[src/hdl/lppm_pkg.sv]
// Shared types, codes and pattern tables for the LED pattern priority manager.
`default_nettype none

package lppm_pkg;

    // Request commands
    localparam logic [1:0] CMD_TICK   = 2'd0;
    localparam logic [1:0] CMD_ADD    = 2'd1;
    localparam logic [1:0] CMD_REMOVE = 2'd2;

    // Result status codes
    localparam logic [1:0] ST_OK        = 2'd0;
    localparam logic [1:0] ST_FULL      = 2'd1;
    localparam logic [1:0] ST_DUPLICATE = 2'd2;
    localparam logic [1:0] ST_NOT_FOUND = 2'd3;

    // Cell operations
    localparam logic [1:0] OP_NOP = 2'd0;
    localparam logic [1:0] OP_ADD = 2'd1;
    localparam logic [1:0] OP_DEL = 2'd2;
    localparam logic [1:0] OP_POP = 2'd3;

    localparam logic [2:0] PAT_LINE   = 3'd6;
    localparam logic [3:0] RANGE_NONE = 4'hF;
    localparam int unsigned MAX_RANGES = 16;
    localparam int unsigned BOUND_COLS = 8;

    localparam logic [3:0] PAT_COUNT [8] = '{
        4'd0, 4'd3, 4'd3, 4'd3, 4'd5, 4'd7, 4'd0, 4'd0
    };

    localparam logic [31:0] PAT_BOUNDS [8][BOUND_COLS] = '{
        '{32'd0, 32'd0,    32'd0,    32'd0,    32'd0,    32'd0,    32'd0,    32'd0},
        '{32'd0, 32'd500,  32'd1000, 32'd0,    32'd0,    32'd0,    32'd0,    32'd0},
        '{32'd0, 32'd100,  32'd200,  32'd0,    32'd0,    32'd0,    32'd0,    32'd0},
        '{32'd0, 32'd1000, 32'd1500, 32'd0,    32'd0,    32'd0,    32'd0,    32'd0},
        '{32'd0, 32'd1000, 32'd1250, 32'd1500, 32'd1750, 32'd0,    32'd0,    32'd0},
        '{32'd0, 32'd1000, 32'd1250, 32'd1500, 32'd1750, 32'd2000, 32'd2250, 32'd0},
        '{32'd0, 32'd0,    32'd0,    32'd0,    32'd0,    32'd0,    32'd0,    32'd0},
        '{32'd0, 32'd0,    32'd0,    32'd0,    32'd0,    32'd0,    32'd0,    32'd0}
    };

    typedef struct packed {
        logic [1:0]         command;
        logic [7:0]         request_id;
        logic signed [7:0]  priority_req;
        logic [2:0]         pattern;
        logic [31:0]        expiry_time;
        logic [31:0]        tick_time;
    } req_t;

    typedef struct packed {
        logic       led_on;
        logic       forced_off_write;
        logic       new_value_write;
        logic [1:0] status;
    } rsp_t;

    // One table slot
    typedef struct packed {
        logic               valid;
        logic [7:0]         id;
        logic signed [7:0]  prio;
        logic [2:0]         pat;
        logic [31:0]        expiry;
    } entry_t;

    // Broadcast to every cell; the operation travels on its own port
    typedef struct packed {
        logic [7:0]         id;
        logic signed [7:0]  prio;
        logic [2:0]         pat;
        logic [31:0]        expiry;
    } cell_ctrl_t;

    typedef struct packed {
        logic       found;
        logic [3:0] idx;
    } range_t;

    // Range holding elapsed time t; found is low once past the last boundary.
    function automatic range_t find_range(input logic [2:0] pat, input logic [31:0] t);
        range_t      r;
        int unsigned cnt;
        r.found = 1'b0;
        r.idx   = RANGE_NONE;
        cnt = int'(PAT_COUNT[pat]);
        if (cnt > MAX_RANGES)
        begin
            cnt = MAX_RANGES;
        end
        for (int i = 0; i < BOUND_COLS - 1; i++)
        begin
            if (!r.found && (i + 1 < cnt) && (t >= PAT_BOUNDS[pat][i])
                && (t < PAT_BOUNDS[pat][i + 1]))
            begin
                r.found = 1'b1;
                r.idx   = 4'(i);
            end
        end
        return r;
    endfunction

endpackage

`default_nettype wire

[src/hdl/led_pattern_priority_manager.sv]
// Top level: LED request table as a chain of cells plus the pattern sequencer.
//
//  channel | direction | handshake             | payload
//  --------+-----------+-----------------------+---------------------------
//  req     | in        | req_valid / req_stall | req_t: command and fields
//  rsp     | out       | rsp_valid / rsp_stall | rsp_t: LED and status
//
// Add and remove: accepted in S_IDLE, then in S_EXEC every cell compares
// and shifts in parallel. A tick runs S_POP, which pops expired heads with
// one left shift of the whole chain each, then S_ELAP and S_RANGE.
// A result waits in the output register; while it is stalled the sequencer
// holds in its last step. Reset empties the table and forces a pattern
// restart on the first tick. Only one request is in work at a time.
`default_nettype none

module led_pattern_priority_manager
    import lppm_pkg::*;
#(
    parameter int MAX_REQUESTS = 8
)
(
    input  wire logic clk,
    input  wire logic rst_n,
    input  wire logic req_valid,
    output logic      req_stall,
    input  wire req_t req,
    output logic      rsp_valid,
    input  wire logic rsp_stall,
    output rsp_t      rsp
);

    localparam logic [2:0] S_IDLE  = 3'd0;
    localparam logic [2:0] S_EXEC  = 3'd1;
    localparam logic [2:0] S_POP   = 3'd2;
    localparam logic [2:0] S_ELAP  = 3'd3;
    localparam logic [2:0] S_RANGE = 3'd4;

    logic [2:0]  state_reg,       state_next;
    req_t        req_reg,         req_next;
    logic        led_reg,         led_next;
    logic [31:0] start_time_reg,  start_time_next;
    logic        start_valid_reg, start_valid_next;
    logic [3:0]  last_range_reg,  last_range_next;
    logic [31:0] elapsed_reg,     elapsed_next;
    logic        forced_reg,      forced_next;
    logic        rsp_valid_reg,   rsp_valid_next;
    rsp_t        rsp_reg,         rsp_next;

    cell_ctrl_t  ctrl;
    logic [1:0]  cell_op;
    entry_t      entries  [MAX_REQUESTS];
    logic        pass_chain [MAX_REQUESTS + 1];
    logic        hit_chain  [MAX_REQUESTS + 1];

    entry_t      head;
    logic        out_free;
    logic        head_expired;
    range_t      rng;
    logic        nv;

    assign req_stall = (state_reg != S_IDLE);
    assign rsp_valid = rsp_valid_reg;
    assign rsp       = rsp_reg;
    assign out_free  = !rsp_valid_reg || !rsp_stall;

    // compare key for every cell comes straight from the held request
    assign ctrl = '{id: req_reg.request_id, prio: req_reg.priority_req,
                    pat: req_reg.pattern, expiry: req_reg.expiry_time};

    assign pass_chain[0] = 1'b1;
    assign hit_chain[0]  = 1'b0;

    // The table: cell 0 is the head, highest priority first.
    for (genvar g = 0; g < MAX_REQUESTS; g++)
    begin : g_cell
        entry_t left_e;
        entry_t right_e;
        if (g == 0)
        begin : g_first
            assign left_e = '0;
        end
        else
        begin : g_mid
            assign left_e = entries[g - 1];
        end
        if (g == MAX_REQUESTS - 1)
        begin : g_last
            assign right_e = '0;
        end
        else
        begin : g_inner
            assign right_e = entries[g + 1];
        end

        lppm_cell u_cell (
            .clk      (clk),
            .rst_n    (rst_n),
            .op       (cell_op),
            .ctrl     (ctrl),
            .left     (left_e),
            .right    (right_e),
            .pass_in  (pass_chain[g]),
            .hit_in   (hit_chain[g]),
            .entry    (entries[g]),
            .pass_out (pass_chain[g + 1]),
            .hit_out  (hit_chain[g + 1])
        );
    end

    assign head         = entries[0];
    assign head_expired = head.valid && (head.expiry != 32'd0)
                          && (req_reg.tick_time > head.expiry);
    assign rng          = find_range(head.pat, elapsed_reg);

    always_comb
    begin
        state_next       = state_reg;
        req_next         = req_reg;
        led_next         = led_reg;
        start_time_next  = start_time_reg;
        start_valid_next = start_valid_reg;
        last_range_next  = last_range_reg;
        elapsed_next     = elapsed_reg;
        forced_next      = forced_reg;
        rsp_valid_next   = rsp_valid_reg && rsp_stall;
        rsp_next         = rsp_reg;
        nv               = led_reg;
        cell_op          = OP_NOP;

        unique case (state_reg)
            S_IDLE:
            begin
                if (req_valid)
                begin
                    req_next   = req;
                    state_next = (req.command == CMD_TICK) ? S_POP : S_EXEC;
                end
            end

            // add, remove, or an unknown command
            S_EXEC:
            begin
                if (out_free)
                begin
                    rsp_next = '{led_on: led_reg, forced_off_write: 1'b0,
                                 new_value_write: 1'b0, status: ST_OK};
                    if (req_reg.command == CMD_ADD)
                    begin
                        // hit chain doubles as the duplicate check
                        if (hit_chain[MAX_REQUESTS])
                        begin
                            rsp_next.status = ST_DUPLICATE;
                        end
                        else if (entries[MAX_REQUESTS - 1].valid)
                        begin
                            rsp_next.status = ST_FULL;
                        end
                        else
                        begin
                            cell_op = OP_ADD;
                            if (!pass_chain[1])
                            begin
                                start_valid_next = 1'b0;
                                last_range_next  = RANGE_NONE;
                            end
                        end
                    end
                    else if (req_reg.command == CMD_REMOVE)
                    begin
                        if (!hit_chain[MAX_REQUESTS])
                        begin
                            rsp_next.status = ST_NOT_FOUND;
                        end
                        else
                        begin
                            cell_op = OP_DEL;
                            if (hit_chain[1])
                            begin
                                start_valid_next = 1'b0;
                                last_range_next  = RANGE_NONE;
                            end
                        end
                    end
                    rsp_valid_next = 1'b1;
                    state_next     = S_IDLE;
                end
            end

            // drop expired heads, one per cycle
            S_POP:
            begin
                if (head_expired)
                begin
                    cell_op          = OP_POP;
                    start_valid_next = 1'b0;
                    last_range_next  = RANGE_NONE;
                end
                else
                begin
                    state_next = S_ELAP;
                end
            end

            // forced restart and elapsed pattern time
            S_ELAP:
            begin
                forced_next = !start_valid_reg;
                if (!start_valid_reg)
                begin
                    start_valid_next = 1'b1;
                    start_time_next  = req_reg.tick_time;
                    led_next         = 1'b0;
                    elapsed_next     = 32'd0;
                end
                else
                begin
                    elapsed_next = req_reg.tick_time - start_time_reg;
                end
                state_next = S_RANGE;
            end

            S_RANGE:
            begin
                if (out_free)
                begin
                    if (!head.valid)
                    begin
                        nv              = 1'b0;
                        start_time_next = req_reg.tick_time;
                    end
                    else if (head.pat == PAT_LINE)
                    begin
                        nv = 1'b1;
                    end
                    else if (PAT_COUNT[head.pat] == 4'd0)
                    begin
                        nv = 1'b0;
                    end
                    else if (!rng.found)
                    begin
                        // past the last boundary: restart switched on
                        nv              = 1'b1;
                        start_time_next = req_reg.tick_time;
                        last_range_next = 4'd0;
                    end
                    else
                    begin
                        if (rng.idx != last_range_reg)
                        begin
                            nv = !led_reg;
                        end
                        last_range_next = rng.idx;
                    end
                    led_next       = nv;
                    rsp_next       = '{led_on: nv, forced_off_write: forced_reg,
                                       new_value_write: (nv != led_reg), status: ST_OK};
                    rsp_valid_next = 1'b1;
                    state_next     = S_IDLE;
                end
            end

            default:
            begin
                state_next = S_IDLE;
            end
        endcase
    end

    always_ff @(posedge clk or negedge rst_n)
    begin
        if (!rst_n)
        begin
            state_reg       <= S_IDLE;
            led_reg         <= 1'b0;
            start_time_reg  <= 32'd0;
            start_valid_reg <= 1'b0;
            last_range_reg  <= RANGE_NONE;
            rsp_valid_reg   <= 1'b0;
        end
        else
        begin
            state_reg       <= state_next;
            led_reg         <= led_next;
            start_time_reg  <= start_time_next;
            start_valid_reg <= start_valid_next;
            last_range_reg  <= last_range_next;
            rsp_valid_reg   <= rsp_valid_next;
        end
    end

    always_ff @(posedge clk)
    begin
        req_reg     <= req_next;
        elapsed_reg <= elapsed_next;
        forced_reg  <= forced_next;
        rsp_reg     <= rsp_next;
    end

endmodule

`default_nettype wire

[src/hdl/lppm_cell.sv]
// One slot of the sorted request table; shifts to either neighbor.
`default_nettype none

module lppm_cell
    import lppm_pkg::*;
(
    input  wire logic       clk,
    input  wire logic       rst_n,
    input  wire logic [1:0] op,
    input  wire cell_ctrl_t ctrl,
    input  wire entry_t     left,
    input  wire entry_t     right,
    input  wire logic       pass_in,
    input  wire logic       hit_in,
    output entry_t          entry,
    output logic            pass_out,
    output logic            hit_out
);

    logic       valid_reg;
    logic       valid_next;
    entry_t     data_reg;
    entry_t     data_next;
    logic       pass_here;
    logic       hit_here;

    assign entry     = '{valid: valid_reg, id: data_reg.id, prio: data_reg.prio,
                         pat: data_reg.pat, expiry: data_reg.expiry};
    // new request sorts behind this one
    assign pass_here = valid_reg && ($signed(ctrl.prio) < $signed(data_reg.prio));
    assign hit_here  = valid_reg && (data_reg.id == ctrl.id);
    assign pass_out  = pass_in && pass_here;
    assign hit_out   = hit_in || hit_here;

    always_comb
    begin
        valid_next = valid_reg;
        data_next  = entry;
        unique case (op)
            OP_ADD:
            begin
                if (!pass_out)
                begin
                    if (pass_in)
                    begin
                        valid_next = 1'b1;
                        data_next  = '{valid: 1'b1, id: ctrl.id, prio: ctrl.prio,
                                       pat: ctrl.pat, expiry: ctrl.expiry};
                    end
                    else
                    begin
                        valid_next = left.valid;
                        data_next  = left;
                    end
                end
            end
            OP_DEL:
            begin
                if (hit_out)
                begin
                    valid_next = right.valid;
                    data_next  = right;
                end
            end
            OP_POP:
            begin
                valid_next = right.valid;
                data_next  = right;
            end
            default:
            begin
                valid_next = valid_reg;
            end
        endcase
    end

    always_ff @(posedge clk or negedge rst_n)
    begin
        if (!rst_n)
        begin
            valid_reg <= 1'b0;
        end
        else
        begin
            valid_reg <= valid_next;
        end
    end

    always_ff @(posedge clk)
    begin
        data_reg <= data_next;
    end

endmodule

`default_nettype wire
[config.mk]
export PLATFORM = sky130hd
export DESIGN_NAME = led_pattern_priority_manager
export DESIGN_NICKNAME = d
export VERILOG_FILES = /design/src/hdl/lppm_pkg.sv /design/src/hdl/led_pattern_priority_manager.sv /design/src/hdl/lppm_cell.sv
export SDC_FILE = /design/constraint.sdc
export NUM_CORES = 1
export LEC_CHECK = 0
export ABC_AREA = 1
export BUFFER_PORTS_ARGS = -buffer_cell sky130_fd_sc_hd__buf_2
export CORE_MARGIN = 3
export CORE_UTILIZATION = 45
export DETAILED_ROUTE_END_ITERATION = 10
export PLACE_DENSITY = 0.7
export SLEW_MARGIN = 20
export SYNTH_ARGS = -nofsm -noshare
export SYNTH_HDL_FRONTEND = slang
export SYNTH_SLANG_ARGS = --single-unit
[constraint.sdc]
create_clock -name clk -period 6.7 [get_ports clk]
set_clock_uncertainty 0.2 [all_clocks]
set_input_delay 0.335 -clock clk [delete_from_list [all_inputs] [get_ports clk]]
set_output_delay 0.335 -clock clk [all_outputs]
set_load 0.02 [all_outputs]
==> results of run 1 <==
## placed cells by master, fill, tap and decap left out, drive strengths merged, types with 3 or more instances in the layout
cell type    netlist  layout
clkinvlp           0       7
o211ai            30      30
o21a              17      17
o21ai            372     372
or2                3       3
dlygate4sd3        0      88
edfxtp           531     531
o22ai             22      22
clkbuf            97      77
nand3            150     150
o21bai            17      17
xor2              15      15
a21boi            13      13
inv              344     346
nand4             23      23
a21oi            545     545
a21o               6       6
nor4              16      16
nand2            702     702
a211oi             8       8
dfstp              4       4
clkinv             3      27
buf               90     122
bufinv             0       3
xnor2             10      10
and3               4       4
nor3              18      18
a221oi             3       3
dfrtp             46      46
ha               149     149
nor2             334     334
a31oi              8       8
nand3b             3       3
## where the power goes
group / switching, uW / total [uW] / internal (uW)
sequential: 405 / 4980 / 4580
combinational: 1890 / 2800 / 916
clock: 1490 / 3340 / 1850
total: 3780 / 11100 / 7350
## through the flow
stage | hold WS (ns) | setup WS, ns | utilization (%)
2_1_floorplan | -0.161 | 1.10 | -
4_1_cts | 0.137 | 1.15 | 51.3
3_5_place_dp | 0.291 | 1.21 | 47.3
3_3_place_gp | 0.276 | 1.26 | 47.3
5_1_grt | 0.170 | 0.914 | 51.3
6_report | 0.142 | 1.18 | 51.3
## worst max path at each step
stage,from,endpoint,slack (ns),cells after the start
floorplan,ctrl[46],g_cell[2].u_cell.entry[0],1.10,17
global placement,req_reg[31],g_cell[3].u_cell.entry[36],1.26,14
detailed placement,req_reg[31],g_cell[3].u_cell.entry[36],1.21,14
CTS,req_reg[31],g_cell[3].u_cell.entry[1],1.15,14
global route,g_cell[0].u_cell.entry[31],g_cell[3].u_cell.entry[0],0.91,15
finish,g_cell[0].u_cell.entry[31],g_cell[3].u_cell.entry[1],1.18,15
## kinds of logic after synthesis
kind of cell	share of synthesized area [%]
AND/OR/NAND/NOR	15.8
AO/OA/AOI/OAI	17.4
flip-flops	53.5
buffers and inverters	6.66
adder cells (fa/ha/maj)	5.86
XOR/XNOR	0.681
multiplexers	0.0350
## timing repair
action | in CTS | in global routing
hold buffers | 88 | 0
setup endpoints to repair | 0 | 0
endpoints found under the hold margin | 136 | 0
resized for setup | 0 | 0
## critical path, stage by stage, from the launching register on
cell,delay (ns)
sky130_fd_sc_hd__edfxtp_1,0.36
sky130_fd_sc_hd__inv_1,0.09
sky130_fd_sc_hd__ha_1,0.30
sky130_fd_sc_hd__nand2_1,0.06
sky130_fd_sc_hd__nor2_1,0.16
sky130_fd_sc_hd__nand4_1,0.15
sky130_fd_sc_hd__nor4_1,0.50
sky130_fd_sc_hd__nand2_1,0.11
sky130_fd_sc_hd__o211ai_1,0.25
sky130_fd_sc_hd__nand3_1,0.38
sky130_fd_sc_hd__nand2_4,0.23
sky130_fd_sc_hd__inv_8,0.21
sky130_fd_sc_hd__nand2_2,0.59
sky130_fd_sc_hd__nand2_1,0.19
sky130_fd_sc_hd__nor2_4,0.68
sky130_fd_sc_hd__buf_4,0.61
## cell type report
class,count,area (um2)
Clock buffer,77,1640
Clock inverter,36,330
Fill cell,6434,34300
Inverter,347,1320
Multi-Input combinational cell,2485,12900
Sequential cell,581,17200
Tap cell,940,1180
Timing Repair Buffer,210,1610
## layer usage
metal | vias up | share of wire (%) | track usage (%)
li1 | 12667 | - | -
met1 | 12604 | 43 | 33.7
met2 | 1213 | 45 | 38.6
met3 | 187 | 8.5 | 4.44
met4 | 2 | 3.3 | 8.02
met5 | - | 0.014 | 0
==> impl_results.html, run 1 <==
<table>
<tr><th>Metric</th><th>Value</th></tr>
<tr><th colspan="2">Status</th></tr>
<tr><td>Outcome</td><td>completed</td></tr>
<tr><th colspan="2">Setup path</th></tr>
<tr><td>Setup CP Type</td><td>flop to flop</td></tr>
<tr><td>Maximum fanout along the worst path</td><td>143</td></tr>
<tr><td>Launch instance of the worst register-to-register path</td><td>g_cell[0].u_cell.entry[31]</td></tr>
<tr><td>Crit. End Element</td><td>flop</td></tr>
<tr><td>End of the worst register-to-register path</td><td>g_cell[3].u_cell.entry[1]</td></tr>
<tr><td>Cells on worst reg2reg path</td><td>15</td></tr>
<tr><td>Register-to-Register Setup Slack</td><td>1.18 ns</td></tr>
<tr><td>Arrival time at the worst endpoint</td><td>approximately 5.6 ns</td></tr>
<tr><td>Required time of the worst setup path</td><td>roughly 6.8 ns</td></tr>
<tr><td>Kind of start point of the critical path</td><td>flop</td></tr>
<tr><th colspan="2">Yosys</th></tr>
<tr><td>Seq cells post-synth</td><td>581</td></tr>
<tr><td>Synth top area share</td><td>49.6%</td></tr>
<tr><td>Yosys warning total</td><td>0</td></tr>
<tr><td>Ranking of synthesized cells by instance count</td><td>sky130_fd_sc_hd__nand2_1 (697), sky130_fd_sc_hd__a21oi_1 (544), sky130_fd_sc_hd__edfxtp_1 (531), sky130_fd_sc_hd__o21ai_0 (370), sky130_fd_sc_hd__inv_1 (337)</td></tr>
<tr><td>Commonest register cell after synthesis</td><td>sky130_fd_sc_hd__edfxtp_1</td></tr>
<tr><td>Leading post-synthesis cells by cell area</td><td>sky130_fd_sc_hd__edfxtp_1 (50%), sky130_fd_sc_hd__a21oi_1 (8.5%), sky130_fd_sc_hd__nand2_1 (8.1%)</td></tr>
<tr><td>Most frequent cell after synthesis</td><td>sky130_fd_sc_hd__nand2_1</td></tr>
<tr><td>Nets in the synthesized netlist</td><td>between 3,000 and 4,000</td></tr>
<tr><td>Mean area per synthesized cell</td><td>slightly below 9 um2</td></tr>
<tr><td>Post-synth design cell area</td><td>32,200 um2</td></tr>
<tr><td>Number of flops mapped to enable cells by yosys</td><td>531</td></tr>
<tr><td>Post-Synthesis Cells</td><td>3,600</td></tr>
<tr><td>Ys async rst share</td><td>between 8 and 9%</td></tr>
<tr><td>Sequential share of the synthesized area</td><td>between 50 and 60%</td></tr>
<tr><td>Largest area contributor in the netlist</td><td>sky130_fd_sc_hd__edfxtp_1</td></tr>
<tr><td>Distinct cells, synth</td><td>55</td></tr>
<tr><th colspan="2">Drt</th></tr>
<tr><td>Remaining design rule violation count</td><td>0</td></tr>
<tr><td>Routed Antenna Nets</td><td>0</td></tr>
<tr><td>Number of vias per cell after detailed routing</td><td>5.70</td></tr>
<tr><td>Count of vias placed by the detailed router</td><td>~27,000</td></tr>
<tr><td>Initial drt markers</td><td>3,032</td></tr>
<tr><td>Wire length per cell after detailed routing</td><td>19.8 um</td></tr>
<tr><td>Wire length after detailed routing</td><td>92,600 um</td></tr>
<tr><td>First drt pass iteration count</td><td>6</td></tr>
<tr><th colspan="2">Clocking</th></tr>
<tr><td>Maximum count of clock buffers along a single path</td><td>3</td></tr>
<tr><td>Clock tree from TritonCTS</td><td>yes</td></tr>
<tr><td>Clock insertion delay at the later pin of the skew report</td><td>between 0.6 and 0.7 ns</td></tr>
<tr><td>Number of buffers added by the clock tree synthesis step</td><td>61</td></tr>
<tr><td>Clk pin slew, worst setup/hold paths</td><td>0.06 ns</td></tr>
<tr><td>Clock Sinks</td><td>581</td></tr>
<tr><td>Number of buffers inserted by post-CTS setup repair</td><td>0</td></tr>
<tr><td>Cell at the root of the clock tree</td><td>sky130_fd_sc_hd__clkbuf_16</td></tr>
<tr><td>CTS HTree Levels</td><td>2</td></tr>
<tr><th colspan="2">Finish</th></tr>
<tr><td>Growth of design area from synthesis to finish</td><td>12.3%</td></tr>
<tr><td>Total inserted antenna cells</td><td>0</td></tr>
<tr><td>Flip-flop count of the largest register, all copies and words added</td><td>408</td></tr>
<tr><td>Post-Layout Inst Area</td><td>36,100 um2</td></tr>
<tr><td>Number of cells in the finished layout apart from fillers</td><td>4,676</td></tr>
<tr><td>Fraction of layout cells with a size suffix above 1</td><td>between 6 and 7%</td></tr>
<tr><td>Fin nets</td><td>3,925</td></tr>
<tr><th colspan="2">Placement</th></tr>
<tr><td>Area of placed instances</td><td>33,300 um2</td></tr>
<tr><td>Detailed Place HPWL</td><td>~59,000 um</td></tr>
<tr><td>Buffers added on ports</td><td>95</td></tr>
<tr><td>Number of placed instances with taps included</td><td>around 4,500</td></tr>
<tr><td>Final weighted congestion in routability-driven placement</td><td>0.969</td></tr>
<tr><th colspan="2">Global route</th></tr>
<tr><td>Antenna violations before repair</td><td>1</td></tr>
<tr><td>Global router's overall resource usage</td><td>between 20% and 30%</td></tr>
<tr><td>First-pass GRT wire length</td><td>143,000 um</td></tr>
<tr><td>Remaining Overflow, GRT</td><td>0</td></tr>
<tr><td>Via count of the first global-routing pass</td><td>25,121</td></tr>
<tr><td>Maximum number of pins on one net before global-route repair</td><td>228</td></tr>
<tr><th colspan="2">Die</th></tr>
<tr><td>Die Width</td><td>273 um</td></tr>
<tr><td>Die height</td><td>around 270 um</td></tr>
<tr><td>Number of I/O pins</td><td>96</td></tr>
<tr><td>Number of standard-cell rows in the floorplan</td><td>between 90 and 100</td></tr>
<tr><td>Core area</td><td>70,400 um2</td></tr>
<tr><td>Die footprint</td><td>74,700 um2</td></tr>
<tr><td>Initial core utilization</td><td>45.7%</td></tr>
<tr><th colspan="2">Power</th></tr>
<tr><td>Static leakage power</td><td>0.0145 uW</td></tr>
<tr><td>Total power consumption of the routed design</td><td>11,100 uW</td></tr>
<tr><td>Maximum vdd ir drop</td><td>approximately 0.23 mV</td></tr>
<tr><td>Total power per unit cell area</td><td>308 nW/um2</td></tr>
<tr><th colspan="2">Run</th></tr>
<tr><td>Max-cap violation count</td><td>0</td></tr>
<tr><th colspan="2">STA</th></tr>
<tr><td>Setup violators final</td><td>0</td></tr>
<tr><td>Worst Max-Slew Pin Slew</td><td>between 1 and 1.5 ns</td></tr>
<tr><td>Slew HR</td><td>24.9%</td></tr>
<tr><td>Hold violation count in the final report</td><td>0</td></tr>
<tr><td>Highest clock frequency the design can meet</td><td>181 MHz</td></tr>
<tr><td>Time the final worst path needs with I/O delays and setup</td><td>5.52 ns</td></tr>
<tr><td>Setup_tns</td><td>0 ns</td></tr>
<tr><td>Share of the clock period used by the worst path after layout</td><td>82.4%</td></tr>
<tr><td>Number of max-slew violations in the final report</td><td>0</td></tr>
<tr><td>Unrepaired setup endpoints after global routing</td><td>no</td></tr>
<tr><th colspan="2">Min path</th></tr>
<tr><td>Tightest Hold Check Type</td><td>primary input to asynchronous set/reset pin</td></tr>
</table>
(Power assumes the default switching activity.)
==> run 2: changes to the inputs <==
Settings changed: ABC_AREA 1 to 0.
Clock period 6.7 ns to 5.25 ns, I/O delays scaled along.
==> run 2 against run 1 <==
- wire length is 14% lower
- setup slack worse by 0.65 ns
- clock power up 36%
- critical path type unchanged
- global-route usage down 3.1 points
- synthesized cell count fell by 17%
- maximum frequency up 17%
- first-iteration DRC count shrank 24%
- largest power group unchanged
- non-clock buffer count increased by 23
- largest cell class unchanged
- die area increased by 0.37%
==> impl_results.html, run 2 <==
<table>
<tr><th>Metric</th><th>Value</th></tr>
<tr><th colspan="2">Setup path</th></tr>
<tr><td>Cells along the critical path</td><td>xor2_1 -&gt; nor4_1 -&gt; a311oi_1 -&gt; o311a_1 -&gt; nand2_1 -&gt; nand4bb_1 -&gt; o221ai_4 -&gt; buf_12</td></tr>
<tr><td>Crit path largest cell delay</td><td>0.85 ns (+0.17 ns)</td></tr>
<tr><td>Setup CP Type</td><td>flop to flop</td></tr>
<tr><td>Arrival time at the worst endpoint</td><td>4.79 ns (-0.79 ns)</td></tr>
<tr><td>Maximum fanout along the worst path</td><td>36 (-75%)</td></tr>
<tr><td>Cell family with the largest share of critical-path delay</td><td>compound AO/OA/AOI/OAI gates</td></tr>
<tr><td>Required time of the worst setup path</td><td>5.32 ns (-1.44 ns)</td></tr>
<tr><td>Kind of start point of the critical path</td><td>flop</td></tr>
<tr><td>Crit. End Element</td><td>flop</td></tr>
<tr><td>Buffer and inverter count on the worst path</td><td>1 (-2)</td></tr>
<tr><td>Cell with the largest stage delay on the worst path</td><td>sky130_fd_sc_hd__o221ai_4</td></tr>
<tr><th colspan="2">Die</th></tr>
<tr><td>Initial core utilization</td><td>45.8% (+0.093 points)</td></tr>
<tr><td>Number of I/O pins</td><td>96 (unchanged)</td></tr>
<tr><td>Die footprint</td><td>75,000 um2 (+0.37%)</td></tr>
<tr><td>Die height</td><td>274 um (+0.18%)</td></tr>
<tr><td>Die Width</td><td>274 um (+0.18%)</td></tr>
<tr><td>Number of standard-cell rows in the floorplan</td><td>97 (unchanged)</td></tr>
<tr><td>Core area</td><td>70,500 um2 (+0.17%)</td></tr>
<tr><th colspan="2">Yosys</th></tr>
<tr><td>Commonest register cell after synthesis</td><td>sky130_fd_sc_hd__edfxtp_1</td></tr>
<tr><td>Main combinational cell family by area after synthesis</td><td>compound AO/OA/AOI/OAI gates</td></tr>
<tr><td>Sequential share of the synthesized area</td><td>53.3% (-0.20 points)</td></tr>
<tr><td>Distinct cells, synth</td><td>90 (+64%)</td></tr>
<tr><td>Most frequent cell after synthesis</td><td>sky130_fd_sc_hd__edfxtp_1</td></tr>
<tr><td>Seq cells post-synth</td><td>581 (unchanged)</td></tr>
<tr><td>XOR/XNOR Fraction of Synth Area</td><td>2.39% (+1.7 points)</td></tr>
<tr><td>Post-Synthesis Cells</td><td>2,973 (-17%)</td></tr>
<tr><td>Largest area contributor in the netlist</td><td>sky130_fd_sc_hd__edfxtp_1</td></tr>
<tr><td>Synth Area in Compound Gates</td><td>12.1% (-5.3 points)</td></tr>
<tr><td>Ys async rst share</td><td>8.61% (unchanged)</td></tr>
<tr><td>Number of flops mapped to enable cells by yosys</td><td>531 (unchanged)</td></tr>
<tr><td>Ranking of synthesized cells by instance count</td><td>sky130_fd_sc_hd__edfxtp_1 (531), sky130_fd_sc_hd__nand2_1 (448), sky130_fd_sc_hd__o21ai_0 (266), sky130_fd_sc_hd__mux2i_1 (257), sky130_fd_sc_hd__a21oi_1 (173)</td></tr>
<tr><td>Multiplexer share of the synthesized area</td><td>11.0% (+11 points)</td></tr>
<tr><td>Fraction of the mapped netlist area in simple logic gates</td><td>10.9% (-5.0 points)</td></tr>
<tr><td>Adder and majority gate portion of the synthesized area</td><td>5.84% (-0.022 points)</td></tr>
<tr><td>Nets in the synthesized netlist</td><td>3,212 (-16%)</td></tr>
<tr><td>Post-synth design cell area</td><td>32,300 um2 (+0.38%)</td></tr>
<tr><td>Leading post-synthesis cells by cell area</td><td>sky130_fd_sc_hd__edfxtp_1 (49%), sky130_fd_sc_hd__mux2i_1 (8.0%), sky130_fd_sc_hd__ha_1 (5.8%)</td></tr>
<tr><td>Mean area per synthesized cell</td><td>10.9 um2 (+22%)</td></tr>
<tr><td>Synth top area share</td><td>49.4% (-0.19 points)</td></tr>
<tr><td>Yosys warning total</td><td>0 (unchanged)</td></tr>
<tr><th colspan="2">STA</th></tr>
<tr><td>Worst Max-Slew Pin Slew</td><td>1.07 ns (-0.0612 ns)</td></tr>
<tr><td>Hold violation count in the final report</td><td>0 (unchanged)</td></tr>
<tr><td>Highest clock frequency the design can meet</td><td>212 MHz (+17%)</td></tr>
<tr><td>Setup violators final</td><td>0 (unchanged)</td></tr>
<tr><td>Share of the clock period used by the worst path after layout</td><td>89.9% (+7.5 points)</td></tr>
<tr><td>Number of max-slew violations in the final report</td><td>0 (unchanged)</td></tr>
<tr><td>Unrepaired setup endpoints after global routing</td><td>no</td></tr>
<tr><td>Fin worst setup slack</td><td>0.530 ns (-0.647 ns)</td></tr>
<tr><td>Slew HR</td><td>29.0% (+4.1 points)</td></tr>
<tr><td>Time the final worst path needs with I/O delays and setup</td><td>4.72 ns (-0.803 ns)</td></tr>
<tr><td>Worst hold-check slack</td><td>0.171 ns (+0.0298 ns)</td></tr>
<tr><th colspan="2">Drt</th></tr>
<tr><td>Remaining design rule violation count</td><td>0 (unchanged)</td></tr>
<tr><td>Number of vias per cell after detailed routing</td><td>5.62 (-1.6%)</td></tr>
<tr><td>Wire length after detailed routing</td><td>79,800 um (-14%)</td></tr>
<tr><td>Count of vias placed by the detailed router</td><td>22,805 (-15%)</td></tr>
<tr><td>Initial drt markers</td><td>2,319 (-24%)</td></tr>
<tr><td>Routed Antenna Nets</td><td>0 (unchanged)</td></tr>
<tr><td>Wire length per cell after detailed routing</td><td>19.7 um (-0.81%)</td></tr>
<tr><td>First drt pass iteration count</td><td>5 (-1)</td></tr>
<tr><th colspan="2">Power</th></tr>
<tr><td>Combinational group share of total power</td><td>35.1% (+9.9 points)</td></tr>
<tr><td>Proportion of power drawn by flip-flops and latches</td><td>41.6% (-3.2 points)</td></tr>
<tr><td>Total power per unit cell area</td><td>532 nW/um2 (+73%)</td></tr>
<tr><td>Switching share of power</td><td>36.5% (+2.5 points)</td></tr>
<tr><td>Maximum vdd ir drop</td><td>0.391 mV (+70%)</td></tr>
<tr><td>Design internal power</td><td>12,400 uW (+68%)</td></tr>
<tr><td>Static leakage power</td><td>0.0137 uW (-5.6%)</td></tr>
<tr><td>Switching component of the power</td><td>7110 uW (+88%)</td></tr>
<tr><td>Clock network power share</td><td>23.3% (-6.7 points)</td></tr>
<tr><th colspan="2">Status</th></tr>
<tr><td>Outcome</td><td>completed</td></tr>
<tr><th colspan="2">Min path</th></tr>
<tr><td>Tightest Hold Check Type</td><td>primary input to flop</td></tr>
<tr><th colspan="2">Clocking</th></tr>
<tr><td>CTS HTree Levels</td><td>3 (+1)</td></tr>
<tr><td>Cell at the root of the clock tree</td><td>sky130_fd_sc_hd__clkbuf_16</td></tr>
<tr><td>Clock Sinks</td><td>581 (unchanged)</td></tr>
<tr><td>Maximum count of clock buffers along a single path</td><td>3 (unchanged)</td></tr>
<tr><td>Clock tree from TritonCTS</td><td>yes</td></tr>
<tr><td>Number of buffers inserted by post-CTS setup repair</td><td>0 (unchanged)</td></tr>
<tr><td>Number of buffers added by the clock tree synthesis step</td><td>67 (+9.8%)</td></tr>
<tr><td>Clock insertion delay at the later pin of the skew report</td><td>0.60 ns (-0.06 ns)</td></tr>
<tr><td>Clk pin slew, worst setup/hold paths</td><td>0.07 ns (about the same)</td></tr>
<tr><th colspan="2">Global route</th></tr>
<tr><td>Via count of the first global-routing pass</td><td>22,086 (-12%)</td></tr>
<tr><td>Global router's overall resource usage</td><td>21.2% (-3.1 points)</td></tr>
<tr><td>Maximum number of pins on one net before global-route repair</td><td>246 (+7.9%)</td></tr>
<tr><td>First-pass GRT wire length</td><td>125,000 um (-12%)</td></tr>
<tr><td>Antenna violations before repair</td><td>2 (+1)</td></tr>
<tr><td>Remaining Overflow, GRT</td><td>0 (unchanged)</td></tr>
<tr><th colspan="2">Finish</th></tr>
<tr><td>Commonest cells after routing, fill and taps aside</td><td>sky130_fd_sc_hd__edfxtp_1 (531), sky130_fd_sc_hd__nand2_1 (448), sky130_fd_sc_hd__o21ai_0 (266)</td></tr>
<tr><td>Number of cells in the finished layout apart from fillers</td><td>4,061 (-13%)</td></tr>
<tr><td>Fin nets</td><td>3,311 (-16%)</td></tr>
<tr><td>Post-Layout Inst Area</td><td>36,600 um2 (+1.4%)</td></tr>
<tr><td>Growth of design area from synthesis to finish</td><td>13.5%</td></tr>
<tr><td>Leading cell type in the layout, fill and taps excluded</td><td>sky130_fd_sc_hd__edfxtp_1</td></tr>
<tr><td>Utilization after layout</td><td>51.9% (+0.63 points)</td></tr>
<tr><td>Fraction of layout cells with a size suffix above 1</td><td>10.9% (+4.1 points)</td></tr>
<tr><td>Flip-flop count of the largest register, all copies and words added</td><td>408 (unchanged)</td></tr>
<tr><td>Total inserted antenna cells</td><td>0 (unchanged)</td></tr>
<tr><th colspan="2">Run</th></tr>
<tr><td>Max-cap violation count</td><td>0 (unchanged)</td></tr>
<tr><th colspan="2">Placement</th></tr>
<tr><td>Post-place setup slack</td><td>0.566 ns (-0.641 ns)</td></tr>
<tr><td>Area of placed instances</td><td>33,700 um2 (+1.1%)</td></tr>
<tr><td>Number of placed instances with taps included</td><td>3,855 (-14%)</td></tr>
<tr><td>Buffers added on ports</td><td>95 (unchanged)</td></tr>
<tr><td>Detailed Place HPWL</td><td>52,300 um (-12%)</td></tr>
<tr><td>Final weighted congestion in routability-driven placement</td><td>0.869 (-10%)</td></tr>
</table>
-- run 2: power by group through the flow --
stage	clock network [uW]	registers [uW]	logic, uW
floorplan	0	7720	5180
global placement	0	8160	6570
detailed placement	0	8170	6740
CTS	4640	8110	6820
global route	4820	8270	7650
finish	4540	8110	6830
-- run 2: timing repair --
item	4_1_cts	5_1_grt
setup endpoints to repair	0	0
hold buffers	88	0
resized for setup	0	0
endpoints found under the hold margin	135	0
-- run 2: worst paths after layout --
| path | start | endpoint | slack, ns | cells past startpoint |
|---|---|---|---|---|
| worst max register to register | ctrl[47] | g_cell[2].u_cell.entry[27] | 0.53 | 8 |
| worst min-delay path | req[55] | ctrl[23] | 0.17 | 2 |
| worst max-delay path | ctrl[47] | g_cell[2].u_cell.entry[27] | 0.53 | 8 |
| max in group asynchronous | rst_n | g_cell[4].u_cell.valid_reg | 4.10 | 3 |
| min in group asynchronous | rst_n | start_time_reg[19] | 0.18 | 3 |
| worst min register to register | start_time_reg[2] | start_time_reg[2] | 0.29 | 1 |
-- run 2: through the flow --
| stage | power, uW | TNS [ns] |
|---|---|---|
| 2_1_floorplan | 12900 | -0.00266 |
| 3_3_place_gp | 14700 | 0 |
| 3_5_place_dp | 14900 | 0 |
| 4_1_cts | 19600 | 0 |
| 5_1_grt | 20700 | 0 |
| 6_report | 19500 | 0 |
-- run 2: final cells by class --
class,instances,area [um2]
inverters,151,567
clock inverters,37,304
multi-input cells,2038,13700
repair buffers,233,1870
well taps,940,1180
clock buffers,81,1790
flip-flops and latches,581,17200
fillers,6153,33900
-- run 2: per-layer routing --
metal	vias up	share of wire [%]	global-route usage, %
met2	624	46	33.5
met1	11090	46	30.3
met5	-	0.016	0
met4	2	2.5	6.07
met3	114	5.8	3.22
li1	10975	-	-
-- run 2: cell families (layout without fill, tap and decap cells) --
kind of cell,Yosys count,after routing
mux,343,343
fa+ha+maj,150,150
simple gates,781,781
compound gates,676,676
buf+inv,354,502
flops,581,581
xor+xnor,88,88
